--- src/rtl/core/pair_transition_hash_counter_macros.svh ---
// Assertion macros used by the pair transition hash counter RTL.
// Needs clk and rst_n in the scope where a macro is used.
`ifndef PAIR_TRANSITION_HASH_COUNTER_MACROS_SVH
`define PAIR_TRANSITION_HASH_COUNTER_MACROS_SVH

// Same-cycle implication, held off while in reset.
`define PTHC_ASSERT_HOLD(label, ante, cons, msg) \
    label: assert property (@(posedge clk) disable iff (!rst_n) (ante) |-> (cons)) \
        else $error(msg);

// Next-cycle implication, held off while in reset.
`define PTHC_ASSERT_NEXT(label, ante, cons, msg) \
    label: assert property (@(posedge clk) disable iff (!rst_n) (ante) |=> (cons)) \
        else $error(msg);

`endif

--- src/rtl/core/pthc_ram.sv ---
// Generic simple dual-port RAM: one write port, one read port with
// registered read data. No dependencies.
module pthc_ram #(
    parameter int unsigned WIDTH = 8,
    parameter int unsigned DEPTH = 16
) (
    input  logic                     clk,
    input  logic                     wr_en,
    input  logic [$clog2(DEPTH)-1:0] wr_addr,
    input  logic [WIDTH-1:0]         wr_data,
    input  logic                     rd_en,
    input  logic [$clog2(DEPTH)-1:0] rd_addr,
    output logic [WIDTH-1:0]         rd_data
);

    logic [WIDTH-1:0] mem [DEPTH];

    always_ff @(posedge clk)
    begin
        if (wr_en)
        begin
            mem[wr_addr] <= wr_data;
        end
        if (rd_en)
        begin
            rd_data <= mem[rd_addr];
        end
    end

endmodule

--- config.mk ---
export PLATFORM = sky130hd
export DESIGN_NAME = pthc_ram
export DESIGN_NICKNAME = d
export VERILOG_FILES = /design/src/rtl/core/pair_transition_hash_counter_macros.svh /design/src/rtl/core/pthc_ram.sv
export SDC_FILE = /design/constraint.sdc
export NUM_CORES = 1
export LEC_CHECK = 0
export ABC_AREA = 1
export BUFFER_PORTS_ARGS = -buffer_cell sky130_fd_sc_hd__buf_2
export CORE_MARGIN = 3
export CORE_UTILIZATION = 55
export DETAILED_ROUTE_END_ITERATION = 6
export GPL_TIMING_DRIVEN = 1
export HOLD_SLACK_MARGIN = 0.02
export PLACE_DENSITY = 0.76
export SYNTH_ARGS = -nofsm -noshare
export SYNTH_HDL_FRONTEND = slang
export SYNTH_SLANG_ARGS = --single-unit
--- constraint.sdc ---
create_clock -name clk -period 1.2 [get_ports clk]
set_input_delay 0.12 -clock clk [delete_from_list [all_inputs] [get_ports clk]]
set_output_delay 0.12 -clock clk [all_outputs]
set_load 0.05 [all_outputs]
Word-level counts from Yosys, hierarchy flattened
Memory sizes are Yosys's and may differ from the RTL's. A register that Yosys moved wholly into a read port is not among the register bits.
Cells that the tools add are included.
Widths: inputs -> output; s select.
{ "op_classes": {"muxes": 2} }
{ "op_table": {"columns": ["op", "count"], "rows": [
  ["$mux 1", 2]
]} }
{ "totals": {"in_bits": 19, "out_inout_bits": 8, "mem_count": 1, "ff_bits": 0, "ram_bits": 128} }
{ "memory_table": {"columns": ["memory", "depth", "word_bits", "rd", "rd_clocked_by_memory_dff", "wr", "line", "rtl"], "rows": [
  ["mem", 16, 8, 1, 1, 1, "pthc_ram.sv:16", "logic [WIDTH-1:0] mem [DEPTH];"]
]} }

Logic depth before layout (Yosys ltp)
Gate-level depths: netlist of the first run.
{ "logic_depth": {"ltp_word": 2, "depth_mapped": 8, "depth_no_buf": 7} }

Worst setup path before layout of the first run
OpenSTA, ideal clock, no wires.
{ "synth_path": {"kind": "input -> register", "from": "input wr_addr[2]", "to": "memory mem[10][0] (enable)", "arrival_ns": 0.701, "path_slack_ns": 0.129, "path_stages": 2, "path_cell_list": "nand3b_1 nor2_1"} }
{ "synth_lines": {"columns": ["element", "line", "rtl"], "rows": [
  ["from (decl)", "pthc_ram.sv:9", "input logic [$clog2(DEPTH)-1:0] wr_addr,"],
  ["to (decl)", "pthc_ram.sv:16", null]
]} }
Straight into the memory's write port.

Worst setup path in the final report of the first run
{ "layout_path": {"from": "register rd_data[7], read port of mem", "to": "output rd_data[7]"} }
{ "layout_lines": {"columns": ["element", "line", "rtl"], "rows": [
  ["from (decl)", "pthc_ram.sv:13", "output logic [WIDTH-1:0] rd_data"]
]} }
No word-level cell between the ends.

==> results of run 1 <==
[cell usage after synthesis]
cell and instances:
sky130_fd_sc_hd__edfxtp_1 136, sky130_fd_sc_hd__inv_1 100, sky130_fd_sc_hd__buf_2 13, sky130_fd_sc_hd__buf_6 6
sky130_fd_sc_hd__inv_2 2, sky130_fd_sc_hd__buf_1 1, sky130_fd_sc_hd__nand2_1 173, sky130_fd_sc_hd__nand3b_1 2
sky130_fd_sc_hd__buf_4 4, sky130_fd_sc_hd__nand3_1 97, sky130_fd_sc_hd__nor2_1 17
[logic make-up (layout without fill, tap and decap cells)]
family	Yosys count	count (layout)	share of synthesized area [%]
simple gates	289	289	20.8
flops	136	136	69.8
buf+inv	126	192	9.39
[flip-flops by register name (all words and copies together) (netlist names)]
name     count
mem        128
rd_data      8
[worst paths after layout]
| check | startpoint | end | slack [ns] | cells past startpoint |
|---|---|---|---|---|
| min reg2reg | mem[12][1]$_DFFE_PP_ | rd_data[1]$_DFFE_PP_ | 0.75 | 6 |
| max | rd_data[7]$_DFFE_PP_ | rd_data[7] | -0.08 | 1 |
| min | wr_data[3] | mem[1][3]$_DFFE_PP_ | 0.04 | 1 |
| max reg2reg | mem[13][6]$_DFFE_PP_ | rd_data[6]$_DFFE_PP_ | 0.07 | 6 |
[where the power goes]
part	switching, mW	internal (mW)	leakage, nW
logic	0.535	0.243	1.50
registers	0.0416	5.35	1.24
clock network	1.85	3.78	0.316
[cells in the final DEF (no fill, tap or decap), drive strengths merged]
master | synthesis | final
buf | 24 | 55
bufinv | 0 | 6
clkbuf | 0 | 18
clkinv | 0 | 7
dlygate4sd3 | 0 | 3
edfxtp | 136 | 136
inv | 102 | 103
nand2 | 173 | 173
nand3 | 97 | 97
nand3b | 2 | 2
nor2 | 17 | 17
[routing by layer]
metal	vias up	GRT usage [%]	share of wire (%)
met4	0	7.12	1.6
met2	175	36.6	49
li1	1889	-	-
met1	1865	32.4	41
met3	18	4.97	8.0
met5	-	0	0
[stage by stage]
step / cell area (sq um) / setup slack, ns / setup TNS (ns) / hold WS [ns] / util (%)
final: 6980 / -0.0787 / -0.304 / 0.0430 / 67.6
after global routing: 6980 / -0.0933 / -0.410 / 0.0387 / 67.6
after CTS: 6950 / -0.0863 / -0.339 / 0.0265 / 67.4
after detailed placement: 6240 / -0.160 / -0.942 / 0.490 / 60.4
after global placement: 6240 / -0.126 / -0.734 / 0.494 / 60.4
after floorplan: 5850 / 0.129 / 0 / 0.219 / -
[area by class of cell]
class	instances	share of cell area, %
Sequential cell	136	58.5
Inverter	102	5.48
Timing Repair Buffer	58	6.67
Multi-Input combinational cell	289	17.7
Clock inverter	14	3.26
Clock buffer	18	5.99
Tap cell	136	2.44
[what timing repair did]
| item | CTS | global route |
|---|---|---|
| gates resized for setup | 14 | 6 |
| endpoints found under the setup margin | 8 | 11 |
| hold buffers | 3 | 0 |
| endpoints found under the hold margin | 26 | 0 |
==> flow_summary.html, run 1 <==
<table>
<tr><th>Metric</th><th>Value</th></tr>
<tr><th colspan="2">Logic synthesis</th></tr>
<tr><td>Flip-flop and latch count after synthesis</td><td>136</td></tr>
<tr><td>Proportion of synthesized chip area in sequential cells</td><td>69.8%</td></tr>
<tr><td>Area contributors post-synth</td><td>sky130_fd_sc_hd__edfxtp_1, sky130_fd_sc_hd__nand2_1, sky130_fd_sc_hd__nand3_1</td></tr>
<tr><td>Unique masters post-synth</td><td>11</td></tr>
<tr><td>Post-Synthesis Cells</td><td>551</td></tr>
<tr><td>Average footprint of a synthesized cell</td><td>10.6 sq um</td></tr>
<tr><td>Warnings from Yosys</td><td>0</td></tr>
<tr><td>Number of nets produced by synthesis</td><td>570</td></tr>
<tr><td>Mapped cell area</td><td>5850 sq um</td></tr>
<tr><td>Dominant cell type by area after synthesis</td><td>sky130_fd_sc_hd__edfxtp_1</td></tr>
<tr><td>Top-area cell type share of the netlist area</td><td>69.8%</td></tr>
<tr><th colspan="2">Die</th></tr>
<tr><td>Area enclosed by the die boundary</td><td>11,900 sq um</td></tr>
<tr><td>Die extent in y</td><td>109 microns</td></tr>
<tr><td>Floorplan Core Area</td><td>10,300 sq um</td></tr>
<tr><td>Num ports</td><td>27</td></tr>
<tr><td>FP Rows</td><td>37</td></tr>
<tr><td>Die X-Extent</td><td>109 microns</td></tr>
<tr><td>Starting Density</td><td>56.6%</td></tr>
<tr><th colspan="2">Final layout</th></tr>
<tr><td>Number of nets in the finished design</td><td>623</td></tr>
<tr><td>Share of post-route cells with drive strength above 1</td><td>14.4%</td></tr>
<tr><td>Area growth from synthesis to layout</td><td>19.4%</td></tr>
<tr><td>Post-Layout Cell Count</td><td>753</td></tr>
<tr><td>Filler Cell Count</td><td>755</td></tr>
<tr><td>Multi-input gate area in the final layout</td><td>1230 sq um</td></tr>
<tr><td>Diode insertion count for antenna repair</td><td>0</td></tr>
<tr><td>Flip-flop and latch area</td><td>4080 sq um</td></tr>
<tr><th colspan="2">Route</th></tr>
<tr><td>Routed vias</td><td>3,947</td></tr>
<tr><td>Starting DRT DRC Count</td><td>374</td></tr>
<tr><td>Mean routed wirelength per cell</td><td>16.9 microns</td></tr>
<tr><td>Count of antenna-violating nets left after detailed routing</td><td>0</td></tr>
<tr><td>Wire length after detailed routing</td><td>12.7 mm</td></tr>
<tr><td>Count of unresolved DRC violations after routing</td><td>0</td></tr>
<tr><td>DR pass1 iterations</td><td>5</td></tr>
<tr><td>Vias per cell</td><td>5.24</td></tr>
<tr><th colspan="2">Setup path</th></tr>
<tr><td>Startpoint kind of the worst setup timing path</td><td>register</td></tr>
<tr><td>Max incr delay on CP</td><td>0.46 ns</td></tr>
<tr><td>Slowest library cell on the worst path</td><td>sky130_fd_sc_hd__edfxtp_1</td></tr>
<tr><td>Cell family with most CP delay</td><td>flip-flops</td></tr>
<tr><td>Buffer and inverter count on the worst path</td><td>1</td></tr>
<tr><td>Critical path cell sequence</td><td>buf_6</td></tr>
<tr><td>Kind of end point of the critical path</td><td>output port</td></tr>
<tr><td>Worst EP required</td><td>1.08 ns</td></tr>
<tr><td>Crit-path max FO</td><td>1</td></tr>
<tr><td>Worst Setup Path Type</td><td>reg2out</td></tr>
<tr><td>Critical Path AT</td><td>1.16 ns</td></tr>
<tr><th colspan="2">STA</th></tr>
<tr><td>Fmax</td><td>0.782 GHz</td></tr>
<tr><td>Clock Skews</td><td>0.00636 ns</td></tr>
<tr><td>Unrepaired setup endpoints after global routing</td><td>yes</td></tr>
<tr><td>Shortest clock period the worst path allows after layout</td><td>1.28 ns</td></tr>
<tr><td>Final WS setup</td><td>-0.0787 ns</td></tr>
<tr><td>Final setup violation count</td><td>5</td></tr>
<tr><td>Max-slew violation total from the final report</td><td>0</td></tr>
<tr><td>Rel. slew slack</td><td>59.3%</td></tr>
<tr><td>Slew @ Worst Pin</td><td>0.609 ns</td></tr>
<tr><td>Fin. Hold Viols</td><td>0</td></tr>
<tr><td>Period utilization</td><td>107%</td></tr>
<tr><th colspan="2">Clock network</th></tr>
<tr><td>Largest buffer count on any clock path</td><td>2</td></tr>
<tr><td>Clock tree from TritonCTS</td><td>built</td></tr>
<tr><td>CTS H-tree lvls</td><td>4</td></tr>
<tr><td>CTS Root Cell</td><td>sky130_fd_sc_hd__clkbuf_8</td></tr>
<tr><td>Worst-Skew Late Latency</td><td>0.51 ns</td></tr>
<tr><td>Setup Fix Bufs, Post-CTS</td><td>0</td></tr>
<tr><td>Cts bufs inserted</td><td>17</td></tr>
<tr><td>Count of clock tree sinks</td><td>136</td></tr>
<tr><td>Clock-pin transition on the worst setup and hold timing paths</td><td>0.06 ns</td></tr>
<tr><th colspan="2">GRT</th></tr>
<tr><td>Total congestion overflow after global routing</td><td>0</td></tr>
<tr><td>Wire length of the first global-routing pass</td><td>20.0 mm</td></tr>
<tr><td>Maximum number of pins on one net before global-route repair</td><td>33</td></tr>
<tr><td>Number of antenna violations at the first check in global routing</td><td>0</td></tr>
<tr><td>Total GRT Usage</td><td>23.1%</td></tr>
<tr><td>Via count of the first global-routing pass</td><td>3,779</td></tr>
<tr><th colspan="2">Power</th></tr>
<tr><td>Power after layout</td><td>11.8 mW</td></tr>
<tr><td>Worst voltage drop across the vdd grid</td><td>0.866 mV</td></tr>
<tr><td>Leakage component of the power</td><td>3.05 nW</td></tr>
<tr><td>Power density over the cells</td><td>1690 nW/um^2</td></tr>
<tr><th colspan="2">Run status</th></tr>
<tr><td>Violations in the final reports</td><td>setup timing</td></tr>
<tr><td>Run status</td><td>finished with violations</td></tr>
<tr><th colspan="2">Flow run</th></tr>
<tr><td>Maximum capacitance violations</td><td>0</td></tr>
<tr><th colspan="2">Hold path</th></tr>
<tr><td>Type of the worst min-delay path</td><td>in2reg</td></tr>
<tr><th colspan="2">Place</th></tr>
<tr><td>Final weighted congestion of routability-driven global placement</td><td>0.882</td></tr>
<tr><td>Number of placed cells counting well taps</td><td>718</td></tr>
<tr><td>Number of I/O port buffers</td><td>26</td></tr>
<tr><td>DPL Wire Length</td><td>8.06 mm</td></tr>
</table>
Note: power is estimated with default switching activity, not from simulation.
==> run 2: changes to the inputs <==
RECOVER_POWER = 100   (was not set)
REMOVE_ABC_BUFFERS = 1   (was not set)
==> run 2 against run 1 <==
The flow still finishes with violations (setup timing). Cell count unchanged. Clock power decreased by 8.7%. Die area unchanged. Hold slack better by 0.014 ns. Register-to-register slack about the same. Count of clock-buffer cells in the layout is 1 lower. Highest routed layer unchanged.
==> flow_summary.html, run 2 (synthesized netlist as in run 1, its figures left out) <==
<table>
<tr><th>Metric</th><th>Value</th></tr>
<tr><th colspan="2">Run status</th></tr>
<tr><td>Run status</td><td>finished with violations (unchanged)</td></tr>
<tr><td>Violations in the final reports</td><td>setup timing (unchanged)</td></tr>
<tr><th colspan="2">Final layout</th></tr>
<tr><td>Number of nets in the finished design</td><td>623 (unchanged)</td></tr>
<tr><td>Fin util</td><td>66.4% (was 67.6%)</td></tr>
<tr><td>Area of all placed cells without fillers</td><td>6850 sq um (was 6980 sq um)</td></tr>
<tr><td>Share of post-route cells with drive strength above 1</td><td>8.91% (was 14.4%)</td></tr>
<tr><td>Most frequent cells in the layout</td><td>sky130_fd_sc_hd__nand2_1, sky130_fd_sc_hd__edfxtp_1, sky130_fd_sc_hd__inv_1, sky130_fd_sc_hd__nand3_1, sky130_fd_sc_hd__clkbuf_1 (was sky130_fd_sc_hd__nand2_1, sky130_fd_sc_hd__edfxtp_1, sky130_fd_sc_hd__inv_1, sky130_fd_sc_hd__nand3_1, sky130_fd_sc_hd__buf_4)</td></tr>
<tr><td>Area growth from synthesis to layout</td><td>17.2% (was 19.4%)</td></tr>
<tr><td>Register with the most flip-flops</td><td>mem (unchanged)</td></tr>
<tr><td>Post-Layout Cell Count</td><td>753 (unchanged)</td></tr>
<tr><td>Max reg flops</td><td>128 (unchanged)</td></tr>
<tr><td>Most common cell after layout, fill and taps aside</td><td>sky130_fd_sc_hd__nand2_1 (unchanged)</td></tr>
<tr><td>Registers with the most flip-flops</td><td>mem (128), rd_data (8) (unchanged)</td></tr>
<tr><td>Diode insertion count for antenna repair</td><td>0 (unchanged)</td></tr>
<tr><th colspan="2">Route</th></tr>
<tr><td>Mean routed wirelength per cell</td><td>16.4 microns (was 16.9 microns)</td></tr>
<tr><td>Starting DRT DRC Count</td><td>350 (was 374)</td></tr>
<tr><td>Count of unresolved DRC violations after routing</td><td>0 (unchanged)</td></tr>
<tr><td>DR pass1 iterations</td><td>6 (was 5)</td></tr>
<tr><td>Count of antenna-violating nets left after detailed routing</td><td>0 (unchanged)</td></tr>
<tr><td>Routed vias</td><td>3,989 (was 3,947)</td></tr>
<tr><td>Wire length after detailed routing</td><td>12.3 mm (was 12.7 mm)</td></tr>
<tr><td>Vias per cell</td><td>5.30 (was 5.24)</td></tr>
<tr><th colspan="2">STA</th></tr>
<tr><td>Rel. slew slack</td><td>49.8% (was 59.3%)</td></tr>
<tr><td>Clock Skews</td><td>0.00467 ns (was 0.00636 ns)</td></tr>
<tr><td>Unrepaired setup endpoints after global routing</td><td>yes (unchanged)</td></tr>
<tr><td>Fin. Hold Viols</td><td>0 (unchanged)</td></tr>
<tr><td>Fmax</td><td>0.770 GHz (was 0.782 GHz)</td></tr>
<tr><td>Post-Route Setup TNS</td><td>-0.301 ns (was -0.304 ns)</td></tr>
<tr><td>Slew @ Worst Pin</td><td>0.753 ns (was 0.609 ns)</td></tr>
<tr><td>Final WS setup</td><td>-0.0986 ns (was -0.0787 ns)</td></tr>
<tr><td>Min Hold Slack</td><td>0.0568 ns (was 0.0430 ns)</td></tr>
<tr><td>Shortest clock period the worst path allows after layout</td><td>1.30 ns (was 1.28 ns)</td></tr>
<tr><td>Final setup violation count</td><td>5 (unchanged)</td></tr>
<tr><td>Max-slew violation total from the final report</td><td>0 (unchanged)</td></tr>
<tr><td>Period utilization</td><td>108% (was 107%)</td></tr>
<tr><th colspan="2">Clock network</th></tr>
<tr><td>Clock tree from TritonCTS</td><td>built (unchanged)</td></tr>
<tr><td>Clock-pin transition on the worst setup and hold timing paths</td><td>0.06 ns (about the same)</td></tr>
<tr><td>CTS Root Cell</td><td>sky130_fd_sc_hd__clkbuf_8 (unchanged)</td></tr>
<tr><td>Cts bufs inserted</td><td>17 (unchanged)</td></tr>
<tr><td>CTS H-tree lvls</td><td>4 (unchanged)</td></tr>
<tr><td>Largest buffer count on any clock path</td><td>2 (unchanged)</td></tr>
<tr><td>Count of clock tree sinks</td><td>136 (unchanged)</td></tr>
<tr><td>Worst-Skew Late Latency</td><td>0.52 ns (was 0.51 ns)</td></tr>
<tr><th colspan="2">Setup path</th></tr>
<tr><td>Cell family with most CP delay</td><td>flip-flops (unchanged)</td></tr>
<tr><td>Slowest library cell on the worst path</td><td>sky130_fd_sc_hd__edfxtp_1 (unchanged)</td></tr>
<tr><td>Worst Setup Path Type</td><td>reg2out (unchanged)</td></tr>
<tr><td>Max incr delay on CP</td><td>0.46 ns (about the same)</td></tr>
<tr><td>Buffer and inverter count on the worst path</td><td>1 (unchanged)</td></tr>
<tr><td>Worst EP required</td><td>1.08 ns (about the same)</td></tr>
<tr><td>Critical Path AT</td><td>1.18 ns (was 1.16 ns)</td></tr>
<tr><td>Crit-path max FO</td><td>1 (unchanged)</td></tr>
<tr><td>Kind of end point of the critical path</td><td>output port (unchanged)</td></tr>
<tr><td>Critical path cell sequence</td><td>buf_6 (unchanged)</td></tr>
<tr><td>Startpoint kind of the worst setup timing path</td><td>register (unchanged)</td></tr>
<tr><th colspan="2">Place</th></tr>
<tr><td>Worst slack, placed</td><td>-0.115 ns (was -0.160 ns)</td></tr>
<tr><td>DPL Wire Length</td><td>7.41 mm (was 8.06 mm)</td></tr>
<tr><td>Number of placed cells counting well taps</td><td>712 (was 718)</td></tr>
<tr><td>Number of I/O port buffers</td><td>26 (unchanged)</td></tr>
<tr><td>Final weighted congestion of routability-driven global placement</td><td>0.865 (was 0.882)</td></tr>
<tr><td>Total cell area at the placement stage</td><td>6190 sq um (was 6240 sq um)</td></tr>
<tr><th colspan="2">Die</th></tr>
<tr><td>Die X-Extent</td><td>109 microns (unchanged)</td></tr>
<tr><td>Area enclosed by the die boundary</td><td>11,900 sq um (unchanged)</td></tr>
<tr><td>FP Rows</td><td>37 (unchanged)</td></tr>
<tr><td>Floorplan Core Area</td><td>10,300 sq um (unchanged)</td></tr>
<tr><td>Die extent in y</td><td>109 microns (unchanged)</td></tr>
<tr><td>Num ports</td><td>27 (unchanged)</td></tr>
<tr><td>Starting Density</td><td>56.6% (unchanged)</td></tr>
<tr><th colspan="2">Power</th></tr>
<tr><td>Leakage component of the power</td><td>2.90 nW (was 3.05 nW)</td></tr>
<tr><td>Worst voltage drop across the vdd grid</td><td>0.798 mV (was 0.866 mV)</td></tr>
<tr><td>Power after layout</td><td>11.3 mW (was 11.8 mW)</td></tr>
<tr><td>Power density over the cells</td><td>1650 nW/um^2 (was 1690 nW/um^2)</td></tr>
<tr><th colspan="2">Hold path</th></tr>
<tr><td>Type of the worst min-delay path</td><td>in2reg (unchanged)</td></tr>
<tr><th colspan="2">GRT</th></tr>
<tr><td>Wire length of the first global-routing pass</td><td>19.4 mm (was 20.0 mm)</td></tr>
<tr><td>Maximum number of pins on one net before global-route repair</td><td>44 (was 33)</td></tr>
<tr><td>Total congestion overflow after global routing</td><td>0 (unchanged)</td></tr>
<tr><td>Via count of the first global-routing pass</td><td>3,892 (was 3,779)</td></tr>
<tr><td>Total GRT Usage</td><td>22.4% (was 23.1%)</td></tr>
<tr><td>Number of antenna violations at the first check in global routing</td><td>0 (unchanged)</td></tr>
<tr><th colspan="2">Flow run</th></tr>
<tr><td>Maximum capacitance violations</td><td>0 (unchanged)</td></tr>
</table>
## run 2: cell types whose count changed in the layout (fill, tap and decap cells not counted), sizes merged
cell	before	now
buf	55	20
clkbuf	18	46
dlygate4sd3	3	9
bufinv	6	3
clkinvlp	0	2
clkinv	7	8
inv	103	104
## run 2: final cells by class
cell class	instances	area, sq um
repair buffers	58	404
clock inverters	15	178
clock buffers	17	414
fillers	770	3470
multi-input cells	289	1220
inverters	102	383
well taps	136	170
flip-flops and latches	136	4080
## run 2: metal layers
metal  wire length (microns)  GRT usage, %  vias to the layer above
met5                       0             0                        -
met4                     318          9.20                        0
met3                    1050          6.51                       35
met2                    6220          36.8                      181
met1                    4760          27.8                     1884
li1                        -             -                     1889
## run 2: power breakdown
group / internal [mW] / switching, mW / leakage, nW
logic: 0.231 / 0.514 / 1.38
clock network: 3.17 / 1.97 / 0.288
registers: 5.36 / 0.0388 / 1.24
## run 2: timing repair
item	in CTS	in global routing
pin swaps	0	0
buffers inserted	0	0
endpoints found under the hold margin	136	0
resized for setup	16	2
hold buffers	9	0
setup endpoints to repair	8	10
## run 2: final timing paths
| check | start | endpoint | slack (ns) | cells past startpoint |
|---|---|---|---|---|
| worst max register to register | mem[7][0]$_DFFE_PP_ | rd_data[0]$_DFFE_PP_ | 0.08 | 6 |
| worst max-delay path | rd_data[2]$_DFFE_PP_ | rd_data[2] | -0.1 | 1 |
| worst min-delay path | rd_addr[2] | rd_data[2]$_DFFE_PP_ | 0.06 | 4 |
| worst min register to register | mem[2][3]$_DFFE_PP_ | rd_data[3]$_DFFE_PP_ | 0.75 | 6 |
